<file path="src/rtl/rdc_pkg.sv">
`timescale 1ns / 1ps

package rdc_pkg;

	localparam int POS_W = 11;
	localparam int VAL_W = 12;
	localparam int CNT_W = 11;

	localparam logic KIND_LOAD  = 1'b0;
	localparam logic KIND_QUERY = 1'b1;

	typedef enum logic [2:0] {
		ST_INIT,
		ST_IDLE,
		ST_QUERY,
		ST_QDRAIN,
		ST_EMPTY,
		ST_LDRAIN
	} rdc_state_t;

	typedef struct packed {
		logic valid;
		logic add;
	} rdc_step_t;

	typedef struct packed {
		logic clearing;
		logic pipe_busy;
	} rdc_tstat_t;

endpackage

</file>
<file path="src/rtl/rdc_ctrl.sv">
`timescale 1ns / 1ps

module rdc_ctrl #(
	parameter int MAX_LENGTH  = 1024,
	parameter int VALUE_COUNT = 4096
) (
	input  logic                             clk,
	input  logic                             arst_n,
	input  logic                             start,
	output logic                             busy,
	input  logic                             kind,
	input  logic [rdc_pkg::POS_W-1:0]        load_position,
	input  logic [rdc_pkg::VAL_W-1:0]        load_value,
	input  logic [rdc_pkg::POS_W-1:0]        query_left,
	input  logic [rdc_pkg::POS_W-1:0]        query_right,
	input  rdc_pkg::rdc_tstat_t              tstat,
	input  logic [$clog2(MAX_LENGTH+1)-1:0]  total,
	output rdc_pkg::rdc_step_t               step,
	output logic [$clog2(MAX_LENGTH)-1:0]    elem_raddr,
	output logic                             elem_we,
	output logic [$clog2(MAX_LENGTH)-1:0]    elem_waddr,
	output logic [$clog2(VALUE_COUNT)-1:0]   elem_wdata,
	output logic                             clear_total,
	output logic                             done,
	output logic [rdc_pkg::CNT_W-1:0]        uniq_count,
	output logic                             bad_query
);

	import rdc_pkg::*;

	localparam int VW = $clog2(VALUE_COUNT);
	localparam int PW = $clog2(MAX_LENGTH + 1);
	localparam int AW = $clog2(MAX_LENGTH);

	localparam int     RED_S  = VAL_W + $clog2(VALUE_COUNT);
	localparam int     PROD_W = 2 * VAL_W + 2;
	localparam longint RED_M  = ((longint'(1) << RED_S) + longint'(VALUE_COUNT) - longint'(1))
	                            / longint'(VALUE_COUNT);

	rdc_state_t state_q, state_d;

	logic [PW-1:0] lp_q, rp_q, ql_q, qr_q;
	logic [PW-1:0] lp_d, rp_d;
	logic [PW-1:0] pos;
	logic          walk_done;

	logic [AW-1:0]     waddr_q;
	logic [VAL_W-1:0]  red_q;
	logic [VAL_W-1:0]  red_quo_q;
	logic              red_act_q;
	logic              red_sub_q;
	logic [PROD_W-1:0] red_prod;

	logic             done_q;
	logic [CNT_W-1:0] cnt_q;
	logic             bad_q;

	logic take_query, take_load, q_bad, load_ok, emit;

	assign q_bad = (query_left == '0) || (query_right == '0) ||
	               (32'(query_left) > 32'(MAX_LENGTH)) ||
	               (32'(query_right) > 32'(MAX_LENGTH)) ||
	               (query_left > query_right);
	assign load_ok = (load_position != '0) && (32'(load_position) <= 32'(MAX_LENGTH));

	assign take_query = (state_q == ST_IDLE) && start && (kind == KIND_QUERY);
	assign take_load  = (state_q == ST_IDLE) && start && (kind == KIND_LOAD) && load_ok;

	// reduce modulo VALUE_COUNT by reciprocal multiplication: quotient, then remainder
	assign red_prod = PROD_W'(red_q) * PROD_W'(RED_M);

	always_comb begin
		state_d = state_q;
		unique case (state_q)
			ST_INIT: begin
				if (!tstat.clearing) state_d = ST_IDLE;
			end
			ST_IDLE: begin
				if (take_query && !q_bad) state_d = ST_QUERY;
				else if (take_load) state_d = ST_EMPTY;
			end
			ST_QUERY: begin
				if (walk_done) state_d = ST_QDRAIN;
			end
			ST_QDRAIN: begin
				if (!tstat.pipe_busy) state_d = ST_IDLE;
			end
			ST_EMPTY: begin
				if (walk_done) state_d = ST_LDRAIN;
			end
			ST_LDRAIN: begin
				if (!tstat.pipe_busy && !red_act_q && !red_sub_q) state_d = ST_IDLE;
			end
			default: state_d = ST_IDLE;
		endcase
	end

	always_comb begin
		step        = '0;
		pos         = rp_q;
		lp_d        = lp_q;
		rp_d        = rp_q;
		walk_done   = 1'b0;
		elem_we     = 1'b0;
		clear_total = 1'b0;
		emit        = 1'b0;
		unique case (state_q)
			ST_QUERY: begin
				// grow right, grow left, shrink right, shrink left
				if (rp_q < qr_q) begin
					pos        = rp_q + PW'(1);
					rp_d       = pos;
					step.valid = 1'b1;
					step.add   = 1'b1;
				end else if (lp_q > ql_q) begin
					pos        = lp_q - PW'(1);
					lp_d       = pos;
					step.valid = 1'b1;
					step.add   = 1'b1;
				end else if (rp_q > qr_q) begin
					pos        = rp_q;
					rp_d       = rp_q - PW'(1);
					step.valid = 1'b1;
				end else if (lp_q < ql_q) begin
					pos        = lp_q;
					lp_d       = lp_q + PW'(1);
					step.valid = (lp_q != '0);
				end else begin
					walk_done = 1'b1;
				end
			end
			ST_QDRAIN: begin
				emit = !tstat.pipe_busy;
			end
			ST_EMPTY: begin
				// drop every element still held, right end first
				if (rp_q != '0 && rp_q >= lp_q) begin
					pos        = rp_q;
					rp_d       = rp_q - PW'(1);
					step.valid = 1'b1;
				end else begin
					lp_d      = '0;
					rp_d      = '0;
					walk_done = 1'b1;
				end
			end
			ST_LDRAIN: begin
				elem_we     = !tstat.pipe_busy && !red_act_q && !red_sub_q;
				clear_total = elem_we;
			end
			default: begin
			end
		endcase
	end

	assign elem_raddr = AW'(pos - PW'(1));
	assign elem_waddr = waddr_q;
	assign elem_wdata = VW'(red_q);

	always_ff @(posedge clk or negedge arst_n) begin
		if (!arst_n) begin
			state_q   <= ST_INIT;
			lp_q      <= '0;
			rp_q      <= '0;
			red_act_q <= 1'b0;
			red_sub_q <= 1'b0;
			done_q    <= 1'b0;
		end else begin
			state_q   <= state_d;
			lp_q      <= lp_d;
			rp_q      <= rp_d;
			red_act_q <= take_load;
			red_sub_q <= red_act_q;
			done_q    <= (take_query && q_bad) || emit;
		end
	end

	always_ff @(posedge clk) begin
		if (take_query) begin
			ql_q <= PW'(query_left);
			qr_q <= PW'(query_right);
		end
		if (take_load) begin
			waddr_q <= AW'(load_position - POS_W'(1));
			red_q   <= load_value;
		end else if (red_sub_q) begin
			red_q <= red_q - VAL_W'(red_quo_q * VAL_W'(VALUE_COUNT));
		end
		if (red_act_q) begin
			red_quo_q <= VAL_W'(red_prod >> RED_S);
		end
		if (take_query && q_bad) begin
			cnt_q <= '0;
			bad_q <= 1'b1;
		end else if (emit) begin
			cnt_q <= CNT_W'(total);
			bad_q <= 1'b0;
		end
	end

	assign busy       = (state_q != ST_IDLE);
	assign done       = done_q;
	assign uniq_count = cnt_q;
	assign bad_query  = bad_q;

endmodule

</file>
<file path="config.mk">
export PLATFORM = sky130hd
export DESIGN_NAME = rdc_ctrl
export DESIGN_NICKNAME = d
export VERILOG_FILES = /design/src/rtl/rdc_pkg.sv /design/src/rtl/rdc_ctrl.sv
export SDC_FILE = /design/constraint.sdc
export NUM_CORES = 1
export LEC_CHECK = 0
export ABC_AREA = 1
export BUFFER_PORTS_ARGS = -buffer_cell sky130_fd_sc_hd__buf_2
export CAP_MARGIN = 15
export CORE_ASPECT_RATIO = 1.25
export CORE_MARGIN = 3
export CORE_UTILIZATION = 45
export CTS_BUF_LIST = sky130_fd_sc_hd__clkbuf_8
export CTS_CLUSTER_SIZE = 16
export DETAILED_ROUTE_END_ITERATION = 10
export PLACE_DENSITY = 0.64
export SLEW_MARGIN = 20
export SYNTH_ARGS = -nofsm -noshare
export SYNTH_HDL_FRONTEND = slang
export SYNTH_SLANG_ARGS = --single-unit
</file>
<file path="constraint.sdc">
create_clock -name clk -period 3.6 [get_ports clk]
set_input_delay 0.72 -clock clk [delete_from_list [all_inputs] [get_ports clk]]
set_output_delay 0.72 -clock clk [all_outputs]
set_load 0.01 [all_outputs]
</file>
==> run metrics <==
outcome finished, final reports clean; worst path required time around 2.9 ns; highest-delay cell along the critical path dfrtp_1; RSZ-0062 raised after global routing yes; Fill cells around 1,200; worst setup path class reg -> out; hold wc startpoint red_act_q$_DFF_PN0_; largest area contributor in the netlist edfxtp_1; vias in the first global route approximately 5,600; WP data arrival roughly 2.8 ns; post-synthesis adder-cell area fraction about a tenth; Synth top area share 21.3%; Max FO, Critical Path 7; H-tree depth 3; crit path launch rp_q[7]$_DFFE_PN0P_; Leak Pwr roughly 3.8 nW; WL/cell approximately 15 um; r2r setup slk 0.95 ns; CTS buffer count 9; Initial Util a little under half; CORE AREA about 0.013 sq mm; total chip power just under 6 mW; I/O pin count ~110; die area about 0.015 sq mm; #FFs+latches synth between 80 and 90; WP depth 20; CP Capture Type output pin; Clk Latency, worst-skew pair 0.35 ns; clk slew on worst S/H paths 0.09 ns; # hold bufs at CTS 0; synth-to-layout area growth 25.6%; Worst-Margin Slew between 0.6 and 0.7 ns; vias per cell a little over 5; Synth Area in Simple Gates between 30% and 40%; Vias around 5,900; launching point of the worst reg2reg path lp_q[2]$_DFFE_PN0P_; Iter 0 DRT Violations roughly 240; post-synthesis net count 914; Worst slew margin 54.5%; Storage cell area 0.00227 sq mm; Final setup viols 0; clock root cell clkbuf_8; Reg2Reg Depth 13; total track usage 21.5%; endpoints failing hold 0; top cells by area, synth edfxtp_1 (21%), nand2_1 (12%), dfrtp_1 (11%), ha_1 (10%), inv_1 (6.5%); Worst IR Drop VDD 0.480 mV; Layout Skew approximately 0.013 ns; setup TNS 0 ns; Crit path top cell by count nand2_1; Die Span Y ~140 um; r2r endpoint lp_q[1]$_DFFE_PN0P_; clock buffer depth 2; Syn Area/Cell between 7 and 8 sq um; crit-path max cell delay 0.42 ns; First-pass DRT Iterations 5; port bufs 111; Critical path buffers and inverters 6; DRC 0; fin crit share 98.6%; sequential area share after synthesis between 30% and 40%; antenna violations before repair 0; diodes inserted 0; Slew Viols, Final 0; Netlist cell types 48; most frequent cells in the layout nand2_1 (189), buf_2 (111), inv_1 (103), nor2_1 (64), nand3_1 (53); Placer Congestion approximately 0.95; share of cells above drive strength 1 30.0%; CTS tree yes; compound-gate portion of the synthesized area 8.29%; achievable frequency ~0.28 GHz; Die W around 110 um; post-DP HPWL around 13 mm; startpoint type of the worst setup path register; Final min period between 3 and 4 ns; ordered list of cells on the worst path ha_1, nand2_1, inv_1, nand2_2, inv_1, nand2_2, nand3_4, nand2_8, buf_4, buf_4, nand3_1, nand3b_1, nand2_1, nand2_1, nand2_2, inv_2, nand2_1, o21bai_1, nand2_1, buf_2; row count 47; HP Class reg -> reg; mux share of post-synthesis cell area 0%; max_cap viols 0; Setup crit end elem_raddr[7]; Final ANT Viol Nets 0; fin nets ~1,100; cell count after synthesis between 800 and 900; grt ovf 0; CTS sink cnt 84; synth warn 0; largest family of logic cells by synthesized area simple AND/OR/NAND/NOR gates; total power divided by cell area between 700 and 800 mW/mm^2; Crit path max-delay family simple AND/OR/NAND/NOR gates; Mapped Area between 0.006 and 0.007 sq mm; hold_ws ~0.38 ns; largest net degree at the start of global routing 29; most common cell after layout, fill and taps aside nand2_1; multi-input logic area about 0.0036 sq mm; total wire length 16.8 mm; post-synthesis xor/xnor area fraction 4.10%; global-route wire length before repair between 20 and 30 mm
==> per-stage QoR <==
stage | std cells | worst slack [ns] | area [sq um] | utilization (%)
global route | 1134 | -0.136 | 7790 | 58.3
detailed placement | 1086 | 0.178 | 7010 | 52.5
global placement | 1086 | 0.209 | 7010 | 52.5
floorplan | 801 | 0.460 | 6200 | -
finish | 1134 | 0.0500 | 7790 | 58.3
CTS | 1116 | -0.00173 | 7360 | 55.2
==> layout make-up <==
class	count	area share (%)
clock inverter	7	0.611
sequential	84	29.2
timing repair buffer	170	13.2
multi-input combinational	575	46.6
clock buffer	9	1.59
inverter	118	6.04
tap	171	2.75
==> flip-flops by register name, summed over array words and instances (netlist names) <==
signal,count
elem_wdata,12
red_act_q,1
bad_query,1
rp_q,11
red_sub_q,1
uniq_count,11
qr_q,11
state_q,3
elem_waddr,10
ql_q,11
done,1
lp_q,11
==> synthesized netlist by cell type, drive strengths merged <==
cell type and n:
a21oi 38, nor3b 4, a31oi 11, nor3 10
nand3b 4, inv 117, o2111ai 2, o32ai 1
a21boi 1, nand4 21, or3 1, o21a 1
nand2 219, nand3 67, or2 1, o21ai 30
clkbuf 10, dfxtp 12, buf 14, dfrtp 28
ha 51, o21bai 2, o41ai 1, xnor2 5
nor4 4, a21o 1, clkinv 1, nor2 74
edfxtp 44, xor2 24, o22ai 1, o31ai 1
==> worst min-delay path by stage <==
stage	to	slack, ns	depth (start not counted)
2_1_floorplan	red_sub_q$_DFF_PN0_	0.35	0
3_5_place_dp	red_sub_q$_DFF_PN0_	0.36	0
5_1_grt	red_sub_q$_DFF_PN0_	0.40	0
3_3_place_gp	red_sub_q$_DFF_PN0_	0.36	0
6_report	red_sub_q$_DFF_PN0_	0.38	0
4_1_cts	red_sub_q$_DFF_PN0_	0.39	0
==> report_power, final <==
| group | total [mW] | leakage [nW] | internal [mW] | switching (mW) |
|---|---|---|---|---|
| combinational | 3.89 | 2.90 | 1.55 | 2.34 |
| sequential | 1.39 | 0.840 | 1.22 | 0.168 |
| clock | 0.606 | 0.0926 | 0.254 | 0.352 |
| total | 5.89 | 3.83 | 3.03 | 2.86 |
==> kinds of logic after synthesis <==
| family | after synthesis |
|---|---|
| XOR/XNOR | 29 |
| buffers and inverters | 142 |
| AND/OR/NAND/NOR | 405 |
| adder cells (fa/ha/maj) | 51 |
| flip-flops | 84 |
| AO/OA/AOI/OAI | 90 |
==> timing repair <==
| item | in CTS | in global routing |
|---|---|---|
| setup buffers | 14 | 17 |
| cloned | 0 | 1 |
| pin swaps | 8 | 31 |
| endpoints found under the setup margin | 7 | 7 |
| resized for setup | 16 | 57 |
==> metal layers <==
metal | up-vias | part of all wire [%] | GRT usage, %
met1 | 2639 | 40 | 25.3
met2 | 235 | 49 | 37.2
li1 | 2952 | - | -
met4 | 0 | 3.9 | 10.3
met5 | - | 0 | 0
met3 | 54 | 7.4 | 5.01
Power figures use the tool's default switching activity.
